--- src/rtl/icm_pkg.sv ---
// Shared types, constants and codes for the Ising chain Metropolis block.
`default_nettype none

package icm_pkg;

    // Chain storage and field widths.
    localparam int MAX_SITES   = 1024;
    localparam int ADDR_W      = $clog2(MAX_SITES);
    localparam int LEN_W       = $clog2(MAX_SITES + 1);
    localparam int SITE_W      = 10;
    localparam int RND_W       = 16;
    localparam int RANDOM_BITS = 16;
    localparam logic [RND_W-1:0] RND_MASK = RND_W'((64'd1 << RANDOM_BITS) - 64'd1);
    localparam int TOT_W       = 12;

    // Acceptance table geometry.
    localparam int THR_W     = 16;
    localparam int THR_N     = 10;
    localparam int THR_IDX_W = $clog2(THR_N);

    // Configuration port geometry.
    localparam int CFG_DW = 64;
    localparam int CFG_AW = 6;
    localparam int CFG_IW = 3;

    // Register indexes (byte address is eight times the index).
    localparam logic [CFG_IW-1:0] REG_TABLE_A = 3'd0;
    localparam logic [CFG_IW-1:0] REG_TABLE_B = 3'd1;
    localparam logic [CFG_IW-1:0] REG_TABLE_C = 3'd2;
    localparam logic [CFG_IW-1:0] REG_SITES   = 3'd3;
    localparam logic [CFG_IW-1:0] REG_WRAP    = 3'd4;
    localparam logic [CFG_IW-1:0] REG_ABS     = 3'd5;

    // Request mode codes.
    localparam logic [2:0] MODE_TRIAL    = 3'd0;
    localparam logic [2:0] MODE_ALL_UP   = 3'd1;
    localparam logic [2:0] MODE_ALL_DOWN = 3'd2;
    localparam logic [2:0] MODE_HALF     = 3'd3;
    localparam logic [2:0] MODE_SET      = 3'd4;

    // One request.
    typedef struct packed {
        logic [2:0]        mode;
        logic [SITE_W-1:0] site;
        logic [RND_W-1:0]  random_word;
        logic              spin_value;
    } t_req;

    // One result.
    typedef struct packed {
        logic                    accepted;
        logic                    spin_after;
        logic signed [TOT_W-1:0] magnetization;
        logic signed [TOT_W-1:0] bond_sum;
        logic                    item_refused;
    } t_res;

    // Configuration as seen by the datapath.
    typedef struct packed {
        logic [THR_N-1:0][THR_W-1:0] thresholds;
        logic [LEN_W-1:0]            chain_len;
        logic                        wrap;
        logic                        abs_mag;
    } t_cfg;

    // Commands from the controller to the datapath.
    typedef struct packed {
        logic load_item;
        logic rd_right;
        logic item_update;
        logic fill_write;
        logic fill_finish;
        logic clear_pass;
        logic clear_finish;
        logic count_read;
        logic count_finish;
        logic refuse_finish;
        logic cnt_clear;
        logic cnt_step;
    } t_dp_cmd;

    // Status from the datapath to the controller.
    typedef struct packed {
        logic refused;
        logic is_fill;
        logic cnt_last;
        logic cnt_top;
    } t_dp_sts;

    // Controller states.
    typedef enum logic [2:0] {
        S_CLEAR,
        S_IDLE,
        S_COUNT,
        S_COUNT_END,
        S_DISPATCH,
        S_READ_R,
        S_UPDATE,
        S_FILL
    } t_state;

endpackage

`default_nettype wire

--- src/rtl/ising_chain_metropolis.sv ---
// Top level of the Metropolis single-spin-flip engine for a 1D Ising chain.
`default_nettype none

// Usage:
//   Requests enter on i_request and are taken at a rising edge where start is
//   high and busy is low. Each request yields one result on o_result, marked by
//   o_done for exactly one cycle; the receiver must take it then.
//   The APB-style port holds the acceptance table, chain length, boundary and
//   absolute-magnetization registers at byte addresses 0, 8, ... 40.
// Sequencing from the accepting edge to the result, by request kind:
//   - trial flip or set site: the site and its left neighbor, then its
//     right neighbor, come through the two read ports of the spin memory.
//   - refused request: the result is formed in the dispatch state.
//   - fill: one memory write per site.
//   Unless a recount is pending, the next request is taken in the cycle its
//   predecessor's result is shown.
// Writing the chain length or the boundary register starts a recount sweep
//   through the spin memory, with busy held high.
// After reset a clearing pass sets all 1024 spins up with busy high;
//   configuration writes are taken during it.
module ising_chain_metropolis import icm_pkg::*; (
    input  wire logic              i_clk,
    input  wire logic              i_rst_n,
    input  wire logic              start,
    output logic                   busy,
    input  t_req                   i_request,
    output logic                   o_done,
    output t_res                   o_result,
    input  wire logic              psel,
    input  wire logic              penable,
    input  wire logic              pwrite,
    input  wire logic [CFG_AW-1:0] paddr,
    input  wire logic [CFG_DW-1:0] pwdata,
    output logic      [CFG_DW-1:0] prdata,
    output logic                   pready
);

    t_cfg    cfg;
    logic    recount;
    t_dp_cmd cmd;
    t_dp_sts sts;

    // Configuration registers.
    icm_cfg_regs u_cfg (
        .i_clk     (i_clk),
        .i_rst_n   (i_rst_n),
        .psel      (psel),
        .penable   (penable),
        .pwrite    (pwrite),
        .paddr     (paddr),
        .pwdata    (pwdata),
        .prdata    (prdata),
        .pready    (pready),
        .o_cfg     (cfg),
        .o_recount (recount)
    );

    // Sequencing.
    icm_ctrl u_ctrl (
        .i_clk     (i_clk),
        .i_rst_n   (i_rst_n),
        .i_start   (start),
        .i_recount (recount),
        .i_sts     (sts),
        .o_busy    (busy),
        .o_cmd     (cmd)
    );

    // Spin storage and arithmetic.
    icm_datapath u_dp (
        .i_clk   (i_clk),
        .i_rst_n (i_rst_n),
        .i_cfg   (cfg),
        .i_cmd   (cmd),
        .i_req   (i_request),
        .o_sts   (sts),
        .o_done  (o_done),
        .o_res   (o_result)
    );

endmodule

`default_nettype wire

--- src/rtl/icm_cfg_regs.sv ---
// Configuration register file with an APB-style write and read port.
`default_nettype none

module icm_cfg_regs import icm_pkg::*; (
    input  wire logic              i_clk,
    input  wire logic              i_rst_n,
    input  wire logic              psel,
    input  wire logic              penable,
    input  wire logic              pwrite,
    input  wire logic [CFG_AW-1:0] paddr,
    input  wire logic [CFG_DW-1:0] pwdata,
    output logic      [CFG_DW-1:0] prdata,
    output logic                   pready,
    output t_cfg                   o_cfg,
    output logic                   o_recount
);

    logic [63:0]      r_tab_a;
    logic [63:0]      r_tab_b;
    logic [31:0]      r_tab_c;
    logic [10:0]      r_sites;
    logic             r_wrap;
    logic             r_abs;
    logic             wr_en;
    logic [CFG_IW-1:0] reg_idx;

    assign pready  = 1'b1;
    assign wr_en   = psel && penable && pwrite;
    assign reg_idx = paddr[CFG_AW-1:3];

    // Register writes.
    always_ff @(posedge i_clk) begin
        if (!i_rst_n) begin
            r_tab_a <= '1;
            r_tab_b <= '1;
            r_tab_c <= '1;
            r_sites <= 11'(MAX_SITES);
            r_wrap  <= 1'b1;
            r_abs   <= 1'b0;
        end else if (wr_en) begin
            unique case (reg_idx)
                REG_TABLE_A: r_tab_a <= pwdata;
                REG_TABLE_B: r_tab_b <= pwdata;
                REG_TABLE_C: r_tab_c <= pwdata[31:0];
                REG_SITES:   r_sites <= pwdata[10:0];
                REG_WRAP:    r_wrap  <= pwdata[0];
                REG_ABS:     r_abs   <= pwdata[0];
                default: ;
            endcase
        end
    end

    // A write of length or boundary asks for the totals to be recounted.
    assign o_recount = wr_en && ((reg_idx == REG_SITES) || (reg_idx == REG_WRAP));

    // Read-back mux.
    always_comb begin
        unique case (reg_idx)
            REG_TABLE_A: prdata = r_tab_a;
            REG_TABLE_B: prdata = r_tab_b;
            REG_TABLE_C: prdata = CFG_DW'(r_tab_c);
            REG_SITES:   prdata = CFG_DW'(r_sites);
            REG_WRAP:    prdata = CFG_DW'(r_wrap);
            REG_ABS:     prdata = CFG_DW'(r_abs);
            default:     prdata = '0;
        endcase
    end

    // Chain length saturated to the supported range.
    always_comb begin
        o_cfg.thresholds = {r_tab_c, r_tab_b, r_tab_a};
        o_cfg.wrap       = r_wrap;
        o_cfg.abs_mag    = r_abs;
        if (r_sites < 11'd2) begin
            o_cfg.chain_len = LEN_W'(2);
        end else if (r_sites > 11'(MAX_SITES)) begin
            o_cfg.chain_len = LEN_W'(MAX_SITES);
        end else begin
            o_cfg.chain_len = LEN_W'(r_sites);
        end
    end

endmodule

`default_nettype wire

--- src/rtl/icm_ctrl.sv ---
// Controller state machine sequencing trials, fills, recounts and the clearing pass.
`default_nettype none

module icm_ctrl import icm_pkg::*; (
    input  wire logic    i_clk,
    input  wire logic    i_rst_n,
    input  wire logic    i_start,
    input  wire logic    i_recount,
    input  t_dp_sts      i_sts,
    output logic         o_busy,
    output t_dp_cmd      o_cmd
);

    t_state r_state;
    t_state n_state;
    logic   r_pend;
    logic   n_pend;
    logic   accept;

    assign o_busy = (r_state != S_IDLE) || r_pend;
    assign accept = i_start && !o_busy;

    // State and pending recount registers.
    always_ff @(posedge i_clk) begin
        if (!i_rst_n) begin
            r_state <= S_CLEAR;
            r_pend  <= 1'b0;
        end else begin
            r_state <= n_state;
            r_pend  <= n_pend;
        end
    end

    // A new config write wins over the end of a pass that would clear the flag.
    always_comb begin
        n_pend = r_pend;
        if (i_recount) begin
            n_pend = 1'b1;
        end else if ((r_state == S_CLEAR) && i_sts.cnt_top) begin
            n_pend = 1'b0;
        end else if ((r_state == S_IDLE) && r_pend) begin
            n_pend = 1'b0;
        end
    end

    // Next state.
    always_comb begin
        n_state = r_state;
        unique case (r_state)
            S_CLEAR:     if (i_sts.cnt_top) n_state = S_IDLE;
            S_IDLE: begin
                if (r_pend) begin
                    n_state = S_COUNT;
                end else if (accept) begin
                    n_state = S_DISPATCH;
                end
            end
            S_COUNT:     if (i_sts.cnt_last) n_state = S_COUNT_END;
            S_COUNT_END: n_state = S_IDLE;
            S_DISPATCH: begin
                if (i_sts.refused) begin
                    n_state = S_IDLE;
                end else if (i_sts.is_fill) begin
                    n_state = S_FILL;
                end else begin
                    n_state = S_READ_R;
                end
            end
            S_READ_R:    n_state = S_UPDATE;
            S_UPDATE:    n_state = S_IDLE;
            S_FILL:      if (i_sts.cnt_last) n_state = S_IDLE;
            default:     n_state = S_IDLE;
        endcase
    end

    // Datapath commands.
    always_comb begin
        o_cmd = '0;
        unique case (r_state)
            S_CLEAR: begin
                o_cmd.fill_write   = 1'b1;
                o_cmd.clear_pass   = 1'b1;
                o_cmd.cnt_step     = 1'b1;
                o_cmd.clear_finish = i_sts.cnt_top;
            end
            S_IDLE: begin
                o_cmd.load_item = accept;
                o_cmd.cnt_clear = 1'b1;
            end
            S_COUNT: begin
                o_cmd.count_read = 1'b1;
                o_cmd.cnt_step   = 1'b1;
            end
            S_COUNT_END: o_cmd.count_finish = 1'b1;
            S_DISPATCH: begin
                o_cmd.cnt_clear     = 1'b1;
                o_cmd.refuse_finish = i_sts.refused;
            end
            S_READ_R:    o_cmd.rd_right = 1'b1;
            S_UPDATE:    o_cmd.item_update = 1'b1;
            S_FILL: begin
                o_cmd.fill_write  = 1'b1;
                o_cmd.cnt_step    = 1'b1;
                o_cmd.fill_finish = i_sts.cnt_last;
            end
            default: o_cmd = '0;
        endcase
    end

endmodule

`default_nettype wire

--- src/rtl/icm_datapath.sv ---
// Datapath: spin memory, neighbor lookup, acceptance test, totals and result register.
`default_nettype none

module icm_datapath import icm_pkg::*; (
    input  wire logic    i_clk,
    input  wire logic    i_rst_n,
    input  t_cfg         i_cfg,
    input  t_dp_cmd      i_cmd,
    input  t_req         i_req,
    output t_dp_sts      o_sts,
    output logic         o_done,
    output t_res         o_res
);

    localparam logic signed [TOT_W-1:0] ONE   = TOT_W'(1);
    localparam logic signed [TOT_W-1:0] TWO   = TOT_W'(2);
    localparam logic signed [TOT_W-1:0] THREE = TOT_W'(3);

    // Spin memory, one bit per site, two registered read ports.
    logic r_spins [MAX_SITES];
    logic r_rd_a;
    logic r_rd_b;

    t_req                    r_req;
    logic [ADDR_W-1:0]       r_cnt;
    logic                    r_old;
    logic                    r_left;
    logic signed [TOT_W-1:0] r_mag;
    logic signed [TOT_W-1:0] r_bond;
    logic signed [TOT_W-1:0] r_acc_m;
    logic signed [TOT_W-1:0] r_acc_b;
    logic                    r_prev;
    logic                    r_first;
    logic                    r_cnt_vld;
    logic                    r_cnt_first;
    t_res                    r_res;
    logic                    r_done;

    logic [LEN_W-1:0]        site_len;
    logic [LEN_W-1:0]        site_inc;
    logic [LEN_W-1:0]        half_len;
    logic                    site_ok;
    logic [ADDR_W-1:0]       site_addr;
    logic [ADDR_W-1:0]       last_addr;
    logic [ADDR_W-1:0]       left_addr;
    logic [ADDR_W-1:0]       right_addr;
    logic                    left_ok;
    logic                    right_ok;
    logic [ADDR_W-1:0]       addr_a;
    logic [ADDR_W-1:0]       addr_b;
    logic                    mem_we;
    logic [ADDR_W-1:0]       mem_waddr;
    logic                    mem_wdata;

    logic signed [2:0]       nb_left;
    logic signed [2:0]       nb_right;
    logic signed [2:0]       nsum;
    logic [4:0]              idx_w;
    logic [THR_IDX_W-1:0]    thr_idx;
    logic [THR_W-1:0]        thr;
    logic [RND_W-1:0]        rnd;
    logic                    flip;
    logic                    new_spin;
    logic                    write_item;
    logic                    changed;
    logic signed [TOT_W-1:0] nsum_w;
    logic signed [TOT_W-1:0] bond_step;
    logic signed [TOT_W-1:0] item_mag;
    logic signed [TOT_W-1:0] item_bond;

    logic                    fill_val;
    logic                    fill_after;
    logic signed [TOT_W-1:0] n_s;
    logic signed [TOT_W-1:0] wrap_s;
    logic signed [TOT_W-1:0] up_b;
    logic signed [TOT_W-1:0] fill_m;
    logic signed [TOT_W-1:0] fill_b;

    logic signed [TOT_W-1:0] n_acc_m;
    logic signed [TOT_W-1:0] n_acc_b;
    logic signed [TOT_W-1:0] cnt_b;

    logic signed [TOT_W-1:0] tot_m;
    logic signed [TOT_W-1:0] tot_b;
    logic                    tot_load;
    logic                    res_load;
    t_res                    n_res;

    // Request capture.
    always_ff @(posedge i_clk) begin
        if (i_cmd.load_item) begin
            r_req <= i_req;
        end
    end

    // Request decode and neighbor addresses.
    always_comb begin
        site_len   = LEN_W'(r_req.site);
        site_inc   = site_len + LEN_W'(1);
        half_len   = i_cfg.chain_len >> 1;
        site_ok    = site_len < i_cfg.chain_len;
        site_addr  = ADDR_W'(r_req.site);
        last_addr  = ADDR_W'(i_cfg.chain_len - LEN_W'(1));
        left_ok    = (r_req.site != '0) || i_cfg.wrap;
        left_addr  = (r_req.site != '0) ? ADDR_W'(site_len - LEN_W'(1)) : last_addr;
        right_ok   = (site_inc < i_cfg.chain_len) || i_cfg.wrap;
        right_addr = (site_inc < i_cfg.chain_len) ? ADDR_W'(site_inc) : '0;

        o_sts.is_fill  = (r_req.mode == MODE_ALL_UP) || (r_req.mode == MODE_ALL_DOWN)
                         || (r_req.mode == MODE_HALF);
        o_sts.refused  = (r_req.mode > MODE_SET)
                         || (((r_req.mode == MODE_TRIAL) || (r_req.mode == MODE_SET))
                             && !site_ok);
        o_sts.cnt_last = r_cnt >= last_addr;
        o_sts.cnt_top  = r_cnt == ADDR_W'(MAX_SITES - 1);
    end

    // Sweep counter for fills, recounts and the clearing pass.
    always_ff @(posedge i_clk) begin
        if (!i_rst_n) begin
            r_cnt <= '0;
        end else if (i_cmd.cnt_clear) begin
            r_cnt <= '0;
        end else if (i_cmd.cnt_step) begin
            r_cnt <= r_cnt + ADDR_W'(1);
        end
    end

    // Memory port selection.
    assign addr_a = i_cmd.count_read ? r_cnt : site_addr;
    assign addr_b = i_cmd.rd_right ? right_addr : left_addr;

    always_comb begin
        if (i_cmd.fill_write) begin
            mem_we    = 1'b1;
            mem_waddr = r_cnt;
            mem_wdata = fill_val;
        end else begin
            mem_we    = i_cmd.item_update && write_item;
            mem_waddr = site_addr;
            mem_wdata = new_spin;
        end
    end

    always_ff @(posedge i_clk) begin
        r_rd_a <= r_spins[addr_a];
        r_rd_b <= r_spins[addr_b];
        if (mem_we) begin
            r_spins[mem_waddr] <= mem_wdata;
        end
    end

    // Hold the old spin and the left neighbor while the right one is read.
    always_ff @(posedge i_clk) begin
        if (i_cmd.rd_right) begin
            r_old  <= r_rd_a;
            r_left <= r_rd_b;
        end
    end

    // Acceptance test and incremental update of the totals.
    always_comb begin
        nb_left    = left_ok ? (r_left ? 3'sd1 : -3'sd1) : 3'sd0;
        nb_right   = right_ok ? (r_rd_b ? 3'sd1 : -3'sd1) : 3'sd0;
        nsum       = nb_left + nb_right;
        idx_w      = {{2{nsum[2]}}, nsum} + (r_old ? 5'd7 : 5'd2);
        thr_idx    = idx_w[THR_IDX_W-1:0];
        thr        = i_cfg.thresholds[thr_idx];
        rnd        = r_req.random_word & RND_MASK;
        flip       = rnd <= thr;
        new_spin   = (r_req.mode == MODE_TRIAL) ? (r_old ^ flip) : r_req.spin_value;
        write_item = (r_req.mode == MODE_TRIAL) ? flip : 1'b1;
        changed    = new_spin != r_old;
        nsum_w     = TOT_W'(nsum);
        bond_step  = r_old ? -(nsum_w <<< 1) : (nsum_w <<< 1);
        item_mag   = changed ? (r_mag + (r_old ? -TWO : TWO)) : r_mag;
        item_bond  = changed ? (r_bond + bond_step) : r_bond;
    end

    // Fill patterns and their closed-form totals.
    always_comb begin
        n_s    = TOT_W'(i_cfg.chain_len);
        wrap_s = TOT_W'(i_cfg.wrap);
        up_b   = n_s - ONE + wrap_s;
        case (r_req.mode)
            MODE_ALL_UP: begin
                fill_val   = 1'b1;
                fill_after = site_ok;
                fill_m     = n_s;
                fill_b     = up_b;
            end
            MODE_ALL_DOWN: begin
                fill_val   = 1'b0;
                fill_after = 1'b0;
                fill_m     = -n_s;
                fill_b     = up_b;
            end
            default: begin
                fill_val   = LEN_W'(r_cnt) < half_len;
                fill_after = site_ok && (site_len < half_len);
                fill_m     = i_cfg.chain_len[0] ? -ONE : '0;
                fill_b     = n_s - THREE - wrap_s;
            end
        endcase
        if (i_cmd.clear_pass) begin
            fill_val = 1'b1;
        end
    end

    // Recount accumulation, one site per cycle from read port A.
    always_comb begin
        if (r_cnt_first) begin
            n_acc_m = r_rd_a ? ONE : -ONE;
            n_acc_b = '0;
        end else begin
            n_acc_m = r_acc_m + (r_rd_a ? ONE : -ONE);
            n_acc_b = r_acc_b + ((r_rd_a == r_prev) ? ONE : -ONE);
        end
        cnt_b = n_acc_b;
        if (i_cfg.wrap) begin
            cnt_b = n_acc_b + ((r_rd_a == r_first) ? ONE : -ONE);
        end
    end

    always_ff @(posedge i_clk) begin
        if (!i_rst_n) begin
            r_cnt_vld <= 1'b0;
        end else begin
            r_cnt_vld <= i_cmd.count_read;
        end
    end

    always_ff @(posedge i_clk) begin
        r_cnt_first <= i_cmd.count_read && (r_cnt == '0);
        if (r_cnt_vld) begin
            r_acc_m <= n_acc_m;
            r_acc_b <= n_acc_b;
            r_prev  <= r_rd_a;
            if (r_cnt_first) begin
                r_first <= r_rd_a;
            end
        end
    end

    // Totals selection and result formation.
    always_comb begin
        tot_load = 1'b1;
        tot_m    = r_mag;
        tot_b    = r_bond;
        if (i_cmd.item_update) begin
            tot_m = item_mag;
            tot_b = item_bond;
        end else if (i_cmd.fill_finish) begin
            tot_m = fill_m;
            tot_b = fill_b;
        end else if (i_cmd.clear_finish) begin
            tot_m = n_s;
            tot_b = up_b;
        end else if (i_cmd.count_finish) begin
            tot_m = n_acc_m;
            tot_b = cnt_b;
        end else begin
            tot_load = 1'b0;
        end

        res_load = i_cmd.item_update || i_cmd.fill_finish || i_cmd.refuse_finish;

        n_res.accepted      = i_cmd.item_update ? write_item : i_cmd.fill_finish;
        n_res.spin_after    = i_cmd.item_update ? new_spin
                              : (i_cmd.fill_finish ? fill_after : 1'b0);
        n_res.magnetization = (i_cfg.abs_mag && tot_m[TOT_W-1]) ? -tot_m : tot_m;
        n_res.bond_sum      = tot_b;
        n_res.item_refused  = i_cmd.refuse_finish;
    end

    always_ff @(posedge i_clk) begin
        if (tot_load) begin
            r_mag  <= tot_m;
            r_bond <= tot_b;
        end
        if (res_load) begin
            r_res <= n_res;
        end
    end

    // Result strobe, high for one cycle per finished request.
    always_ff @(posedge i_clk) begin
        if (!i_rst_n) begin
            r_done <= 1'b0;
        end else begin
            r_done <= res_load;
        end
    end

    assign o_done = r_done;
    assign o_res  = r_res;

endmodule

`default_nettype wire
--- config.mk ---
export PLATFORM = sky130hd
export DESIGN_NAME = ising_chain_metropolis
export DESIGN_NICKNAME = d
export VERILOG_FILES = /design/src/rtl/icm_pkg.sv /design/src/rtl/ising_chain_metropolis.sv /design/src/rtl/icm_cfg_regs.sv /design/src/rtl/icm_ctrl.sv /design/src/rtl/icm_datapath.sv
export SDC_FILE = /design/constraint.sdc
export NUM_CORES = 2
export LEC_CHECK = 0
export ABC_CLOCK_PERIOD_IN_PS = 49800
export BUFFER_PORTS_ARGS = -buffer_cell sky130_fd_sc_hd__buf_2
export CORE_MARGIN = 8
export CORE_UTILIZATION = 56
export CTS_CLUSTER_DIAMETER = 50
export DETAILED_ROUTE_END_ITERATION = 6
export GPL_ROUTABILITY_DRIVEN = 0
export PLACE_DENSITY = 0.81
export SLEW_MARGIN = 20
export SYNTH_ARGS = -nofsm -noshare
export SYNTH_HDL_FRONTEND = slang
export SYNTH_SLANG_ARGS = --single-unit
--- constraint.sdc ---
create_clock -name i_clk -period 49.8 [get_ports i_clk]
set_input_delay 2.49 -clock i_clk [delete_from_list [all_inputs] [get_ports i_clk]]
set_output_delay 2.49 -clock i_clk [all_outputs]
set_load 0.05 [all_outputs]
==> impl_metrics.ini <==
[outcome]
status = finished with violations
violations = DRC

[power_and_ir_drop]
power_density_mw_per_mm2 = 50.5
p_leak_nw = 27.5
max-vdd-ir-drop_uv = 35.9

[setup_path]
crit_path_start = u_cfg.r_sites[10]
critPathSlowestCell = buf_4
r2r-end = u_dp.r_spins[470]
required_ps = 50240
cp-end-kind = flip-flop
cp_max_fo = 120
cp.arrival_ps = 13610
rr_worst_depth = 32
r2r_setup_slack_ps = 36620
critPathMaxStageDelay_ps = 970
r2r_start = u_cfg.r_sites[10]
start_kind = flip-flop
crit_top_cell = buf_4
worst-setup-path-type = flip-flop to flip-flop

[clock_tree]
root_buffer = clkbuf_16
cts_tree = built
cts_max_path_buffers = 3
clock_latency_ps = 810
cts_buffers = 149
h-tree-depth = 4
holdBufCountCts = 0
clk_pin_slew_ps = 50
postCtsSetupBuffers = 0
cts_resized = 0
numClockSinks = 1325

[place]
dpl.hpwl_mm = 141
io_buffer_count = 195

[floorplan]
placementRows = 133
dieWidth_microns = 379
core_sq_mm = 0.131
start_util_pct = 56.3
die-area_sq_mm = 0.143
pin_count = 200
die_y_microns = 379

[hold_path]
min_delay_worst_endpoint = u_dp.r_left
hp-start = u_dp.r_rd_b
holdCritPathClass = flip-flop to flip-flop
hold_path_depth = 0

[synth]
syn_area_sq_mm = 0.0737
async_flop_share_pct = 0
avgSynthCellArea_sq_um = 10.1
synth_cell_types = 87
synth_ff_type = edfxtp_1
yosysSeqAreaShare_pct = 51.4
synth-edff-count = 1133
synthCells = 7274
ys_warn_count = 0
synth_seq_cells = 1325
syn_nets = 7517

[routing]
drc = 55
drtPass1Iterations = 7
drtIter0Drc = 10600
detail-route-antenna-nets = 0
wire_per_inst_microns = 27.2
viasPerCell = 6.95
vias = 62400
totalWireLength_mm = 244

[sta]
final-max-slew-violation-count = 0
fin_worst_skew_ps = 38.9
rsz0062_at_grt = false
max_freq_mhz = 75.9
finalSetupViolations = 0
tightest_slew_ps = 1240
slew-limit-headroom_pct = 17.1
layout_min_cycle_time_ps = 13180
post-route-period-util_pct = 26.5
hold_viol_final = 0
tns_ps = 0

[global_routing]
grt_overflow = 0
antenna_found_initial = 8
grtUsageTotal_pct = 32.7
grt_pass1_wl_mm = 358
grt_pass1_vias = 60300
grt_max_degree = 166

[layout]
syn2layout_area_growth_pct = 8.92
final_common_cell = nand2_1
final_cell_mix = 1,376 x nand2_1, 1,198 x nor2_1, 1,133 x edfxtp_1
fin_nets = 7339
multiInputGateArea_sq_mm = 0.0330
drive_gt1_share_pct = 13.3
final_core_util_pct = 61.3
fill_cells = 10200
regArea_sq_mm = 0.0379

[flow_run]
cap_violations = 0
## routing by layer
layer  routed length (microns)  up-vias  GRT usage, %
li1                          -    25900             -
met1                     77600    29700          38.8
met2                    108000     5396          50.1
met3                     38300     1412          10.5
met4                     20600        2          23.5
met5                        91        -         0.472
## through the flow
stage | setup WS [ps] | hold WS (ps) | std cells | total power [mW] | instance area, sq um
after floorplan | 8870 | 400 | 7274 | 2.80 | 73700
after global placement | 37340 | 411 | 8700 | 2.87 | 75400
after detailed placement | 37160 | 423 | 8700 | 2.92 | 75400
after CTS | 37090 | 436 | 8966 | 3.99 | 80100
after global routing | 35960 | 460 | 8969 | 4.17 | 80200
final | 36620 | 435 | 8979 | 4.05 | 80200
## worst max-delay path, delay by kind of cell (launching register included)
kind            cells  cell delay, ps
compound gates     11            2780
simple gates        5             970
xor+xnor            1             160
buf+inv             8            5430
flops               1             830
mux                 2             700
fa+ha+maj           5            1690
## cells in the mapped netlist, types with 91 or more instances
master    count  area [sq um]
a211oi_1     91           683
clkbuf_1    410          1540
mux4_2      298          6710
nor2_1     1202          4510
a21oi_1     300          1500
ha_1        130          1630
a31oi_1     103           644
nand3_1     607          3040
mux2i_1     153          1530
o21ai_0      92           460
buf_2       105           526
dfxtp_1     192          3840
nand2_1    1387          5210
edfxtp_1   1133         34000
## kinds of logic (layout without fill, tap and decap cells)
family | Yosys count | after routing | synth area share [%]
other | 1 | 14 | 0.00509
adders and majority gates | 137 | 137 | 2.40
buffers and inverters | 728 | 665 | 4.34
muxes | 480 | 480 | 11.6
DFF | 1325 | 1325 | 51.4
AOI/OAI and AO/OA | 955 | 955 | 8.69
xor gates and xnor gates | 104 | 104 | 1.24
and+or+nand+nor | 3544 | 3544 | 20.3
## worst max path at each step
stage,slack (ps),cells after the start,to
2_1_floorplan,8870,29,u_dp.r_spins[0]
3_3_place_gp,37340,32,u_dp.r_spins[476]
3_5_place_dp,37160,32,u_dp.r_spins[476]
4_1_cts,37090,32,u_dp.r_spins[470]
6_report,36620,32,u_dp.r_spins[470]
5_1_grt,35960,30,u_dp.r_spins[470]
## cell type report
class                      count  share of cell area [%]
sequential                  1325                    47.2
multi-input combinational   5221                    41.2
clock buffer                 189                    5.06
tap                         1755                    2.74
timing repair buffer         331                    2.61
clock inverter                77                   0.867
inverter                      68                   0.318
antenna                       13                  0.0405
## power breakdown
group,internal (mW),total (mW),switching [mW]
Combinational,0.490,1.58,1.09
Clock,0.618,1.08,0.464
Sequential,1.37,1.39,0.0226
## state kept, by name (all words and copies together) (netlist names), 4 cells and up
| signal | flops |
|---|---|
| u_dp.o_res | 27 |
| u_cfg.r_tab_c | 32 |
| u_cfg.r_tab_b | 64 |
| u_cfg.r_tab_a | 64 |
| u_dp.r_bond | 12 |
| u_dp.r_mag | 12 |
| u_dp.r_req | 4 |
| u_dp.r_acc_b | 12 |
| u_dp.rnd | 16 |
| u_dp.r_cnt | 10 |
| u_dp.r_spins | 1024 |
| u_dp.r_acc_m | 12 |
| u_dp.site_addr | 10 |
| u_cfg.r_sites | 11 |
No activity file was read; power rests on OpenSTA's default activity.
